## src/sv/hbb_pkg.sv

```systemverilog
// Shared types, codes and widths for the host byte bridge FIFOs.
// Used by the front end, the back end and the top level; depends on nothing.
package hbb_pkg;

   localparam int DEPTH_LOG2_DEFAULT = 8;
   localparam int QUEUE_DEPTH = 2;

   localparam int ACTION_W = 3;
   localparam int BYTE_W = 8;
   localparam int WORD_W = 32;
   localparam int STATUS_W = 2;
   localparam int NEED_W = 3;
   localparam int KIND_W = 3;

   localparam logic [ACTION_W-1:0] ACT_HOST_WRITE = 3'd0;
   localparam logic [ACTION_W-1:0] ACT_HOST_READ = 3'd1;
   localparam logic [ACTION_W-1:0] ACT_QUEUE_SEND = 3'd2;
   localparam logic [ACTION_W-1:0] ACT_POP_BYTE = 3'd3;
   localparam logic [ACTION_W-1:0] ACT_POP_WORD = 3'd4;
   localparam logic [ACTION_W-1:0] ACT_POP_DWORD = 3'd5;
   localparam logic [ACTION_W-1:0] ACT_PEEK = 3'd6;

   localparam logic [KIND_W-1:0] KIND_NOP = 3'd0;
   localparam logic [KIND_W-1:0] KIND_PUSH = 3'd1;
   localparam logic [KIND_W-1:0] KIND_HREAD = 3'd2;
   localparam logic [KIND_W-1:0] KIND_SEND = 3'd3;
   localparam logic [KIND_W-1:0] KIND_POP = 3'd4;
   localparam logic [KIND_W-1:0] KIND_PEEK = 3'd5;

   localparam logic [STATUS_W-1:0] STAT_OK = 2'd0;
   localparam logic [STATUS_W-1:0] STAT_SHORT = 2'd1;
   localparam logic [STATUS_W-1:0] STAT_FULL = 2'd2;

   typedef struct packed {
      logic [KIND_W-1:0] kind;
      logic [NEED_W-1:0] need;
      logic [BYTE_W-1:0] data;
   } cmd_type;

   typedef struct packed {
      logic [2:0] pad;
      logic [STATUS_W-1:0] status;
      logic rx_empty;
      logic [BYTE_W-1:0] rx_count;
      logic [WORD_W-1:0] pop_data;
      logic ready_res;
      logic host_load;
      logic [BYTE_W-1:0] host_byte;
   } rsp_type;

   localparam int RSP_W = $bits(rsp_type);

endpackage

```

## src/sv/host_byte_bridge_fifos.sv

```systemverilog
// Byte mailbox between a host bus and local firmware, with receive and
// transmit rings of 2**DEPTH_LOG2 bytes each.
// The req channel carries one command word: req_tuser holds the action
// (host write, host read, queue send, pop byte, pop word, pop dword, peek)
// and req_tdata the byte written or queued. The rsp channel returns exactly
// one response word per command, in order, with the loaded host byte, the
// ready line, the popped value, the receive fill and the status.
// A command is accepted from a two-entry queue, so the requester can run
// ahead of the execution unit, which executes one command at a time.
// Writes, sends, refused pops and host reads of an empty transmit ring go
// straight to the response state; a host read of a waiting byte first
// reads the transmit ring, and a pop or peek reads its bytes one at a time
// through the single read port of the receive ring memory.
// Reset empties both rings, drops the ready line and clears the queue; ring
// contents are not cleared and no clearing pass is needed. When the receiver
// stalls rsp, one finished response waits in the output register while the
// next command is executed, and the queue then fills and deasserts req_tready.
module host_byte_bridge_fifos #(
   parameter int DEPTH_LOG2 = hbb_pkg::DEPTH_LOG2_DEFAULT
) (
   input  logic clock,
   input  logic reset,
   input  logic req_tvalid,
   output logic req_tready,
   input  logic [hbb_pkg::BYTE_W-1:0] req_tdata,     // data_in
   input  logic [hbb_pkg::ACTION_W-1:0] req_tuser,   // action
   output logic rsp_tvalid,
   input  logic rsp_tready,
   // host_byte, host_load, ready_res, pop_data, rx_count, rx_empty, status, zero pad
   output logic [hbb_pkg::RSP_W-1:0] rsp_tdata
);
   import hbb_pkg::*;

   logic cmd_valid;
   logic cmd_pop;
   cmd_type cmd;

   hbb_front u_front (
      .clock(clock),
      .reset(reset),
      .req_tvalid(req_tvalid),
      .req_tready(req_tready),
      .req_tdata(req_tdata),
      .req_tuser(req_tuser),
      .cmd_valid(cmd_valid),
      .cmd_pop(cmd_pop),
      .cmd(cmd)
   );

   hbb_back #(
      .DEPTH_LOG2(DEPTH_LOG2)
   ) u_back (
      .clock(clock),
      .reset(reset),
      .cmd_valid(cmd_valid),
      .cmd_pop(cmd_pop),
      .cmd(cmd),
      .rsp_tvalid(rsp_tvalid),
      .rsp_tready(rsp_tready),
      .rsp_tdata(rsp_tdata)
   );

`ifndef ASSERT_OFF
   rsp_type rsp_view;
   assign rsp_view = rsp_tdata;

   a_full_queue_has_cmd: assert property (@(posedge clock) disable iff (reset)
      !req_tready |-> cmd_valid)
      else $error("command queue full but reports no command");

   a_empty_count: assert property (@(posedge clock) disable iff (reset)
      rsp_tvalid && rsp_view.rx_empty |-> rsp_view.rx_count == '0)
      else $error("receive ring empty with nonzero count");

   a_no_load_zero: assert property (@(posedge clock) disable iff (reset)
      rsp_tvalid && !rsp_view.host_load |-> rsp_view.host_byte == '0)
      else $error("host byte nonzero without a load");

   a_short_zero: assert property (@(posedge clock) disable iff (reset)
      rsp_tvalid && rsp_view.status == STAT_SHORT |-> rsp_view.pop_data == '0)
      else $error("refused pop returned data");
`endif

endmodule

```

## src/sv/hbb_front.sv

```systemverilog
// Front end: accepts request words, decodes the action into a command and
// holds commands in a short queue for the back end. Depends on hbb_pkg.
module hbb_front (
   input  logic clock,
   input  logic reset,
   input  logic req_tvalid,
   output logic req_tready,
   input  logic [hbb_pkg::BYTE_W-1:0] req_tdata,     // data_in
   input  logic [hbb_pkg::ACTION_W-1:0] req_tuser,   // action
   output logic cmd_valid,
   input  logic cmd_pop,
   output hbb_pkg::cmd_type cmd
);
   import hbb_pkg::*;

   localparam int PTR_W = (QUEUE_DEPTH > 1) ? $clog2(QUEUE_DEPTH) : 1;
   localparam int CNT_W = $clog2(QUEUE_DEPTH + 1);

   cmd_type q_ff [QUEUE_DEPTH];
   cmd_type decoded;
   logic [PTR_W-1:0] wr_ptr_ff, wr_ptr_in;
   logic [PTR_W-1:0] rd_ptr_ff, rd_ptr_in;
   logic [CNT_W-1:0] count_ff, count_in;
   logic push, pop;

   always_comb begin
      decoded.data = req_tdata;
      case (req_tuser)
         ACT_HOST_WRITE: begin
            decoded.kind = KIND_PUSH;
            decoded.need = 3'd0;
         end
         ACT_HOST_READ: begin
            decoded.kind = KIND_HREAD;
            decoded.need = 3'd0;
         end
         ACT_QUEUE_SEND: begin
            decoded.kind = KIND_SEND;
            decoded.need = 3'd0;
         end
         ACT_POP_BYTE: begin
            decoded.kind = KIND_POP;
            decoded.need = 3'd1;
         end
         ACT_POP_WORD: begin
            decoded.kind = KIND_POP;
            decoded.need = 3'd2;
         end
         ACT_POP_DWORD: begin
            decoded.kind = KIND_POP;
            decoded.need = 3'd4;
         end
         ACT_PEEK: begin
            decoded.kind = KIND_PEEK;
            decoded.need = 3'd1;
         end
         default: begin
            decoded.kind = KIND_NOP;
            decoded.need = 3'd0;
         end
      endcase
   end

   assign req_tready = (count_ff != CNT_W'(QUEUE_DEPTH));
   assign cmd_valid = (count_ff != '0);
   assign cmd = q_ff[rd_ptr_ff];
   assign push = req_tvalid && req_tready;
   assign pop = cmd_pop && cmd_valid;

   always_comb begin
      wr_ptr_in = wr_ptr_ff;
      rd_ptr_in = rd_ptr_ff;
      count_in = count_ff;
      if (push) begin
         wr_ptr_in = (wr_ptr_ff == PTR_W'(QUEUE_DEPTH - 1)) ? '0 : wr_ptr_ff + 1'b1;
      end
      if (pop) begin
         rd_ptr_in = (rd_ptr_ff == PTR_W'(QUEUE_DEPTH - 1)) ? '0 : rd_ptr_ff + 1'b1;
      end
      if (push && !pop) begin
         count_in = count_ff + 1'b1;
      end else if (pop && !push) begin
         count_in = count_ff - 1'b1;
      end
   end

   always_ff @(posedge clock) begin
      if (reset) begin
         wr_ptr_ff <= '0;
         rd_ptr_ff <= '0;
         count_ff <= '0;
      end else begin
         wr_ptr_ff <= wr_ptr_in;
         rd_ptr_ff <= rd_ptr_in;
         count_ff <= count_in;
      end
   end

   always_ff @(posedge clock) begin
      if (push) begin
         q_ff[wr_ptr_ff] <= decoded;
      end
   end

endmodule

```

## src/sv/hbb_back.sv

```systemverilog
// Back end: executes queued commands against the receive and transmit rings
// and registers one response word per command. Depends on hbb_pkg.
module hbb_back #(
   parameter int DEPTH_LOG2 = hbb_pkg::DEPTH_LOG2_DEFAULT
) (
   input  logic clock,
   input  logic reset,
   input  logic cmd_valid,
   output logic cmd_pop,
   input  hbb_pkg::cmd_type cmd,
   output logic rsp_tvalid,
   input  logic rsp_tready,
   output logic [hbb_pkg::RSP_W-1:0] rsp_tdata
);
   import hbb_pkg::*;

   localparam int DEPTH = 1 << DEPTH_LOG2;
   localparam int CMP_W = DEPTH_LOG2 + 1;

   localparam logic [1:0] S_IDLE = 2'd0;
   localparam logic [1:0] S_POP = 2'd1;
   localparam logic [1:0] S_TXGET = 2'd2;
   localparam logic [1:0] S_DONE = 2'd3;

   logic [BYTE_W-1:0] rx_mem [DEPTH];
   logic [BYTE_W-1:0] tx_mem [DEPTH];
   logic [BYTE_W-1:0] rx_rdata_ff, tx_rdata_ff;
   logic rx_we, rx_re, tx_we, tx_re;
   logic [BYTE_W-1:0] wr_byte;

   logic [1:0] state_ff, state_in;
   logic [DEPTH_LOG2-1:0] rx_head_ff, rx_head_in, rx_tail_ff, rx_tail_in;
   logic [DEPTH_LOG2-1:0] tx_head_ff, tx_head_in, tx_tail_ff, tx_tail_in;
   logic pending_ff, pending_in;
   logic rsp_valid_ff, rsp_valid_in;
   logic rd_pend_ff, rd_pend_in;
   logic peek_ff, peek_in;
   logic [NEED_W-1:0] need_ff, need_in, issued_ff, issued_in;
   logic [1:0] got_ff, got_in;

   logic [BYTE_W-1:0] host_byte_ff, host_byte_in;
   logic host_load_ff, host_load_in;
   logic [WORD_W-1:0] pop_data_ff, pop_data_in;
   logic [STATUS_W-1:0] status_ff, status_in;
   rsp_type rsp_ff, rsp_in;

   logic [DEPTH_LOG2-1:0] rx_fill, tx_fill;

   assign rx_fill = rx_head_ff - rx_tail_ff;
   assign tx_fill = tx_head_ff - tx_tail_ff;
   assign wr_byte = cmd.data;

   always_comb begin
      state_in = state_ff;
      rx_head_in = rx_head_ff;
      rx_tail_in = rx_tail_ff;
      tx_head_in = tx_head_ff;
      tx_tail_in = tx_tail_ff;
      pending_in = pending_ff;
      rsp_valid_in = rsp_valid_ff;
      rd_pend_in = 1'b0;
      peek_in = peek_ff;
      need_in = need_ff;
      issued_in = issued_ff;
      got_in = got_ff;
      host_byte_in = host_byte_ff;
      host_load_in = host_load_ff;
      pop_data_in = pop_data_ff;
      status_in = status_ff;
      rsp_in = rsp_ff;
      rx_we = 1'b0;
      rx_re = 1'b0;
      tx_we = 1'b0;
      tx_re = 1'b0;
      cmd_pop = 1'b0;

      if (rsp_valid_ff && rsp_tready) begin
         rsp_valid_in = 1'b0;
      end

      case (state_ff)
         S_IDLE: begin
            if (cmd_valid) begin
               cmd_pop = 1'b1;
               host_byte_in = '0;
               host_load_in = 1'b0;
               pop_data_in = '0;
               status_in = STAT_OK;
               need_in = cmd.need;
               peek_in = (cmd.kind == KIND_PEEK);
               issued_in = '0;
               got_in = '0;
               state_in = S_DONE;
               case (cmd.kind)
                  KIND_PUSH: begin
                     if (rx_fill == '1) begin
                        status_in = STAT_FULL;
                     end else begin
                        rx_we = 1'b1;
                        rx_head_in = rx_head_ff + 1'b1;
                     end
                  end
                  KIND_HREAD: begin
                     host_load_in = 1'b1;
                     if (tx_fill != '0) begin
                        tx_re = 1'b1;
                        tx_tail_in = tx_tail_ff + 1'b1;
                        state_in = S_TXGET;
                     end else begin
                        pending_in = 1'b0;
                     end
                  end
                  KIND_SEND: begin
                     if (!pending_ff) begin
                        host_byte_in = cmd.data;
                        host_load_in = 1'b1;
                        pending_in = 1'b1;
                     end else if (tx_fill == '1) begin
                        status_in = STAT_FULL;
                     end else begin
                        tx_we = 1'b1;
                        tx_head_in = tx_head_ff + 1'b1;
                     end
                  end
                  KIND_POP, KIND_PEEK: begin
                     if (CMP_W'(rx_fill) < CMP_W'(cmd.need)) begin
                        status_in = STAT_SHORT;
                     end else begin
                        state_in = S_POP;
                     end
                  end
                  default: begin
                  end
               endcase
            end
         end
         S_POP: begin
            if (issued_ff != need_ff) begin
               rx_re = 1'b1;
               rd_pend_in = 1'b1;
               issued_in = issued_ff + 1'b1;
               if (!peek_ff) begin
                  rx_tail_in = rx_tail_ff + 1'b1;
               end
            end
            if (rd_pend_ff) begin
               pop_data_in[{got_ff, 3'b000} +: BYTE_W] = rx_rdata_ff;
               got_in = got_ff + 1'b1;
               if ({1'b0, got_ff} + 3'd1 == need_ff) begin
                  state_in = S_DONE;
               end
            end
         end
         S_TXGET: begin
            host_byte_in = tx_rdata_ff;
            state_in = S_DONE;
         end
         S_DONE: begin
            if (!rsp_valid_ff || rsp_tready) begin
               rsp_valid_in = 1'b1;
               rsp_in.pad = '0;
               rsp_in.status = status_ff;
               rsp_in.rx_empty = (rx_fill == '0);
               rsp_in.rx_count = BYTE_W'(rx_fill);
               rsp_in.pop_data = pop_data_ff;
               rsp_in.ready_res = pending_ff;
               rsp_in.host_load = host_load_ff;
               rsp_in.host_byte = host_byte_ff;
               state_in = S_IDLE;
            end
         end
         default: begin
            state_in = S_IDLE;
         end
      endcase
   end

   always_ff @(posedge clock) begin
      if (reset) begin
         state_ff <= S_IDLE;
         rx_head_ff <= '0;
         rx_tail_ff <= '0;
         tx_head_ff <= '0;
         tx_tail_ff <= '0;
         pending_ff <= 1'b0;
         rsp_valid_ff <= 1'b0;
         rd_pend_ff <= 1'b0;
         peek_ff <= 1'b0;
         need_ff <= '0;
         issued_ff <= '0;
         got_ff <= '0;
      end else begin
         state_ff <= state_in;
         rx_head_ff <= rx_head_in;
         rx_tail_ff <= rx_tail_in;
         tx_head_ff <= tx_head_in;
         tx_tail_ff <= tx_tail_in;
         pending_ff <= pending_in;
         rsp_valid_ff <= rsp_valid_in;
         rd_pend_ff <= rd_pend_in;
         peek_ff <= peek_in;
         need_ff <= need_in;
         issued_ff <= issued_in;
         got_ff <= got_in;
      end
   end

   always_ff @(posedge clock) begin
      host_byte_ff <= host_byte_in;
      host_load_ff <= host_load_in;
      pop_data_ff <= pop_data_in;
      status_ff <= status_in;
      rsp_ff <= rsp_in;
   end

   always_ff @(posedge clock) begin
      if (rx_we) begin
         rx_mem[rx_head_ff] <= wr_byte;
      end
      if (rx_re) begin
         rx_rdata_ff <= rx_mem[rx_tail_ff];
      end
   end

   always_ff @(posedge clock) begin
      if (tx_we) begin
         tx_mem[tx_head_ff] <= wr_byte;
      end
      if (tx_re) begin
         tx_rdata_ff <= tx_mem[tx_tail_ff];
      end
   end

   assign rsp_tvalid = rsp_valid_ff;
   assign rsp_tdata = rsp_ff;

endmodule
```

## config.mk

```make
export PLATFORM = sky130hd
export DESIGN_NAME = host_byte_bridge_fifos
export DESIGN_NICKNAME = d
export VERILOG_FILES = /design/src/sv/hbb_pkg.sv /design/src/sv/host_byte_bridge_fifos.sv /design/src/sv/hbb_front.sv /design/src/sv/hbb_back.sv
export SDC_FILE = /design/constraint.sdc
export NUM_CORES = 2
export LEC_CHECK = 0
export ABC_CLOCK_PERIOD_IN_PS = 6700
export BUFFER_PORTS_ARGS = -buffer_cell sky130_fd_sc_hd__buf_2
export CORE_MARGIN = 2
export CORE_UTILIZATION = 60
export CTS_CLUSTER_SIZE = 12
export DETAILED_ROUTE_END_ITERATION = 8
export GPL_ROUTABILITY_DRIVEN = 0
export GPL_TIMING_DRIVEN = 1
export PLACE_DENSITY_LB_ADDON = 0.12
export SETUP_SLACK_MARGIN = 0.15
export SLEW_MARGIN = 15
export SYNTH_ARGS = -nofsm -noshare
export SYNTH_HDL_FRONTEND = slang
export SYNTH_HIERARCHICAL = 1
export SYNTH_MEMORY_MAX_BITS = 65536
export SYNTH_SLANG_ARGS = --single-unit
```

## constraint.sdc

```tcl
create_clock -name clock -period 6.7 [get_ports clock]
set_input_delay 0.335 -clock clock [delete_from_list [all_inputs] [get_ports clock]]
set_output_delay 0.335 -clock clock [all_outputs]
set_load 0.05 [all_outputs]
```

; After elaboration in Yosys (flattened, before gate mapping)
; Memory sizes are Yosys's and may differ from the RTL's. A register that Yosys moved wholly into a read port is not among the register bits.
; Index checks and enable logic that the tools add are counted.
[totals]
reg_bits = 146
mem_bits_rw = 4124
inputBits = 15
output_inout_bits = 58
wordCells = 168
n_memories = 3
[mem_list]
columns = memory, depth, word_bits, read_ports, rd_ports_with_merged_regs, wr, line
row1 = u_back.rx_mem, 256, 8, 1, 1, 1, hbb_back.sv:25  ; logic [BYTE_W-1:0] rx_mem [DEPTH];
row2 = u_back.tx_mem, 256, 8, 1, 1, 1, hbb_back.sv:26  ; logic [BYTE_W-1:0] tx_mem [DEPTH];
row3 = u_front.q_ff, 2, 14, 1, 1, 1, hbb_front.sv:19  ; cmd_type q_ff [QUEUE_DEPTH];
[op_classes]
n_addsub = 14
magnitude_cmp = 1
n_eq_ne = 25
n_shift = 2
muxes = 64
bitwise_logic = 3
n_reduce_logical = 30
[op_table]
columns = cell, n
row1 = two-way mux 32 bit, 2
row2 = one-hot mux 32 bit (2 select lines), 1
row3 = one-hot mux 6 bit (7 select lines), 1
row4 = two-way mux 1 bit, 34
row5 = "adder 8 x 1 -> 8 bit, second input constant", 4
row6 = bitwise mux 32 bit, 1
row7 = "variable shift 8 x 7 -> 32 bit, first input constant", 1
row8 = indexed part select 8 x 7 -> 32 bit, 1
row9 = two-way mux 2 bit, 12
row10 = two-way mux 8 bit, 3
row11 = "equality test 8 bit, second input constant", 2
row12 = one-hot mux 8 bit (2 select lines), 1
row13 = AND reduction 4 bit, 4
row14 = subtractor 8 bit, 2
row15 = "equality test 3 bit, second input constant", 5
row16 = "equality test 3 x 2 -> 1 bit, second input constant", 4
row17 = nonzero test 2 bit, 5
row18 = AND reduction 3 bit, 3
row19 = logical NOT 8 bit, 1
row20 = less-than comparator 8 x 3 -> 1 bit, 1
row21 = "inequality test 2 x 1 -> 1 bit, second input constant", 4
row22 = one-hot mux 2 bit (2 select lines), 2
row23 = one-hot mux 2 bit (4 select lines), 1
row24 = nonzero test 8 bit, 1
row25 = other kinds (25), 43

; Logic depth before layout (Yosys ltp)
[depth]
depth_word = 9
ltp_mapped = 16
ltp_nobuf = 12

; Hierarchy
; Netlist, hierarchy kept.
[modules_own_cells]
columns = module, instances, cells_each, area_per_inst_um2, seq_area_each_um2
row1 = hbb_back, 1, 8181, 166716.1, 127282.1
row2 = hbb_front, 1, 77, 1296.2, 940.9

; Worst setup path before layout
; No wires, ideal clock.
[synth_path]
kind = register to register
start = register (tool-made name)
end = memory u_back.rx_mem[0][0] (data pin)
setup_ns = 0.913
arrival_ns = 4.093
required_time_ns = 5.787
path_slack_ns = 1.694
stages_incl_launch_ff = 3
n_path_buf = 1
period_less_slack_ns = 5.006
cell_sequence = dfxtp_1 buf_4 mux2_2
[synth_rtl]
columns = item, line
row1 = end: declaration, hbb_back.sv:25

; Final worst setup path
[layout_path]
start = register u_back.tx_tail_ff[1]
end = memory u_back.tx_mem[245][4], enable pin
[layout_via]
elab_chain_cells = 9
[layout_rtl]
columns = item, line
row1 = start: declaration, hbb_back.sv:33  ; logic [DEPTH_LOG2-1:0] tx_head_ff, tx_head_in, tx_tail_ff, tx_tail_in;
row2 = start signal: assignment, hbb_back.sv:197  ; tx_tail_ff <= tx_tail_in;
row3 = subtractor 8 bit, hbb_back.sv:50  ; assign tx_fill = tx_head_ff - tx_tail_ff;
row4 = equality test 8 bit, hbb_back.sv:118  ; end else if (tx_fill == '1) begin
row5 = two-way mux 1 bit, hbb_back.sv:118
row6 = two-way mux 1 bit, hbb_back.sv:114  ; if (!pending_ff) begin
row7 = two-way mux 1 bit, hbb_back.sv:94  ; case (cmd.kind)
row8 = two-way mux 1 bit, hbb_back.sv:83  ; if (cmd_valid) begin
row9 = two-way mux 1 bit, hbb_back.sv:81  ; case (state_ff)
row10 = two-way mux 1 bit, hbb_back.sv:226  ; if (tx_we) begin
row11 = two-way mux 1 bit (not written as such), hbb_back.sv:227  ; tx_mem[tx_head_ff] <= wr_byte;
row12 = end: declaration, hbb_back.sv:26
; No other way between the ends.

==> run_results.csv <==
group,metric,value,unit
yosys,syn-cell-area,168000,um2
yosys,synth_top_cell_area_share,75.7,%
run_status,status,"completed",
global_routing,grt_first_pass_wirelength,645000,um
sta,max_freq,0.183,GHz
floorplanning,die_w,533,um
cts,cts.root.buffer_cell,"clkbuf_16",
setup_path,path_common_cell,"nand4_2",
sta,hold_viol_final,0,
setup_path,endpoint_kind,"register",
yosys,syn_inst,8258,
floorplanning,num_rows,194,
yosys,ys_seq_area_share,76.3,%
hold_path,min_path_type,"in -> reg",
global_routing,use_met2,50.1,%
yosys,yosysUniqueCellTypes,95,
cells_and_area,drive_gt1_share,20.1,%
cts,clockBufferDepth,4,
sta,tns,0,ps
setup_path,critPathMaxFanout,30,
cts,worstSkewPairLatency,990,ps
route,avgRoutedWirePerCell,36.7,um
route,routed-via-count,87152,
global_routing,grt_pass1_vias,85823,
yosys,synth_area_leaders,"edfxtp_1, mux4_2, mux2i_1, nor2_1, a22oi_1",
route,ant_nets,0,
floorplanning,start_util,60.2,%
cts,htree_levels,5,
route,dr.pass1.iters,6,
placement,post_dp_cell_area,172000,um2
placement,post-dp-hpwl,271000,um
placement,port_buffers,69,
yosys,synth.avg_cell_area,20.3,um2
floorplanning,fp.coreArea,279000,um2
route,viasPerCell,6.99,
cts,cts_buffers,426,
setup_path,path_cells,"inv_1, fa_1, a21o_1, a21oi_1, or4_1, o2111ai_1, nand4_2, nand4_2, buf_4, nor2_1",
power,p_total,0.0593,W
route,first_iter_violations,12617,
cts,cts_resized,0,
cells_and_area,design_area,185000,um2
sta,relSlewSlack,18.7,%
floorplanning,pin_count,73,
setup_path,critPathKind,"reg -> reg",
yosys,ys_ff_latch,4287,
cts,cts_sinks,4287,
power,irDropWorstVdd,282,uV
power,pwr_density_cell,321,nW/um2
floorplanning,fp.dieH,533,um
global_routing,grt_overflow,0,
yosys,async_reset_ff_share,0,%
global_routing,antenna_found_initial,8,
cts,postCtsSetupRepairBufs,0,
sta,period_needed,5470,ps
route,route.detailed.drc,0,
sta,finClkSkew,60.8,ps
yosys,synth_commonest_cells,"edfxtp_1, mux4_2, nor2_1, mux2i_1, a21oi_1",
route,wl,458000,um
sta,slew_violations,0,
power,leakage,55.8,nW
global_routing,globalRoute.busiestLayer,"met2",
yosys,yosysTopAreaCell,"edfxtp_1",
sta,fin_crit_sh,81.6,%
yosys,synth_warnings,6,
global_routing,grt_max_degree,202,
setup_path,slowest_delay,990,ps
global_routing,grtUsageMet1,43.8,%
yosys,synthFlopType,"edfxtp_1",
cells_and_area,fin_util,66.2,%
cts,hold_buffers,15,
cts,path_clk_slew,60,ps
sta,final-setup-viol-count,0,
global_routing,grt.met3_usage,6.11,%
job,maxCapViolCount,0,
yosys,yosysMostFrequentCell,"edfxtp_1",
cts,cts_tree,"done",
yosys,synth_edf_count,4236,
global_routing,grt.total_usage,32.0,%
sta,rsz0062_at_grt,"no",
setup_path,cp.arrival,6050,ps
floorplanning,dieArea,284000,um2
setup_path,crit_slowest_cell,"nand4_2",
cells_and_area,area_delta_synth_final,9.96,%
setup_path,required,7280,ps
sta,worst_pin_slew,1210,ps
cells_and_area,finalNetCount,8560,
setup_path,cp-start-kind,"register",
## routing by layer
layer  share of wire (%)  routed length [um]  vias to the layer above
met1                  37              168000                    45785
li1                    -                   -                    34553
met5               0.012                  55                        -
met4                 6.0               27600                        8
met2                  48              218000                     5709
met3                 9.8               45000                     1097
## area by class of cell
cell class              instances  area, um2
repair buffers                299       2530
diodes                          5       12.5
flip-flops and latches       4287     128000
inverters                      50        193
fillers                     17849      94100
multi-input cells            3439      36900
clock inverters               127        970
well taps                    3724       4660
clock buffers                 540      11200
## registers in the layout, summed over array words and instances (netlist names), 2 cells and up, named ones only
| name | flops |
|---|---|
| u_back/rx_mem | 2048 |
| u_back/tx_mem | 2048 |
| u_back/rsp_tdata | 53 |
| u_back/pop_data_ff | 32 |
| u_front/q_ff | 28 |
| u_back/host_byte_ff | 8 |
| u_back/rx_head_ff | 8 |
| u_back/rx_rdata_ff | 8 |
| u_back/rx_tail_ff | 8 |
| u_back/tx_head_ff | 8 |
| u_back/tx_rdata_ff | 8 |
| u_back/tx_tail_ff | 8 |
| u_back/issued_ff | 3 |
| u_back/need_ff | 3 |
| u_back/got_ff | 2 |
| u_back/state_ff | 2 |
| u_back/status_ff | 2 |
| u_front/count_ff | 2 |
## layout by cell type (no fill, tap or decap), types with 105 or more instances in the layout
cell / count
a21oi_1: 216
nand2_1: 209
buf_4: 181
mux4_2: 868
edfxtp_1: 4236
a22oi_1: 164
clkbuf_16: 431
nor2_1: 620
mux2i_1: 412
clkbuf_1: 105
## report_power, final
group / internal, W / switching [W] / total (W)
Sequential: 0.0319 / 0.000174 / 0.0320
Clock: 0.0120 / 0.00960 / 0.0216
Combinational: 0.00138 / 0.00420 / 0.00558
## kinds of logic (layout without fill, tap and decap cells)
| kind of cell | after synthesis | in the layout | synth area share [%] |
|---|---|---|---|
| other | 1 | 8 | 0.00223 |
| adder cells (fa/ha/maj) | 42 | 42 | 0.322 |
| XOR/XNOR | 31 | 31 | 0.162 |
| buffers and inverters | 534 | 1016 | 1.87 |
| flip-flops | 4287 | 4287 | 76.3 |
| AO/OA/AOI/OAI | 886 | 886 | 3.67 |
| multiplexers | 1321 | 1321 | 14.5 |
| AND/OR/NAND/NOR | 1156 | 1156 | 3.14 |
## worst max-delay path, delay by kind of cell (launching register included)
kind            cells  cell delay (ps)
simple gates        4             2220
flops               1              740
fa+ha+maj           1              500
compound gates      3              690
buf+inv             2              870
## through the flow
step	worst slack [ps]	cells	hold slack (ps)
after global placement	1520	11784	405
final	1230	12471	118
after CTS	1400	12466	55.0
after global routing	1190	12467	94.8
after floorplan	1690	8260	400
after detailed placement	1430	11784	421
## worst paths after layout
check | from | slack (ps) | depth (start not counted) | to
min reg2reg | u_back/pop_data_ff[11] | 420 | 0 | u_back/rsp_tdata[21]
max reg2reg | u_back/tx_tail_ff[1] | 1230 | 10 | u_back/tx_mem[245][4]
max | u_back/tx_tail_ff[1] | 1230 | 10 | u_back/tx_mem[245][4]
min | req_tdata[4] | 120 | 2 | u_front/q_ff[0][4]
(Power assumes the default switching activity.)
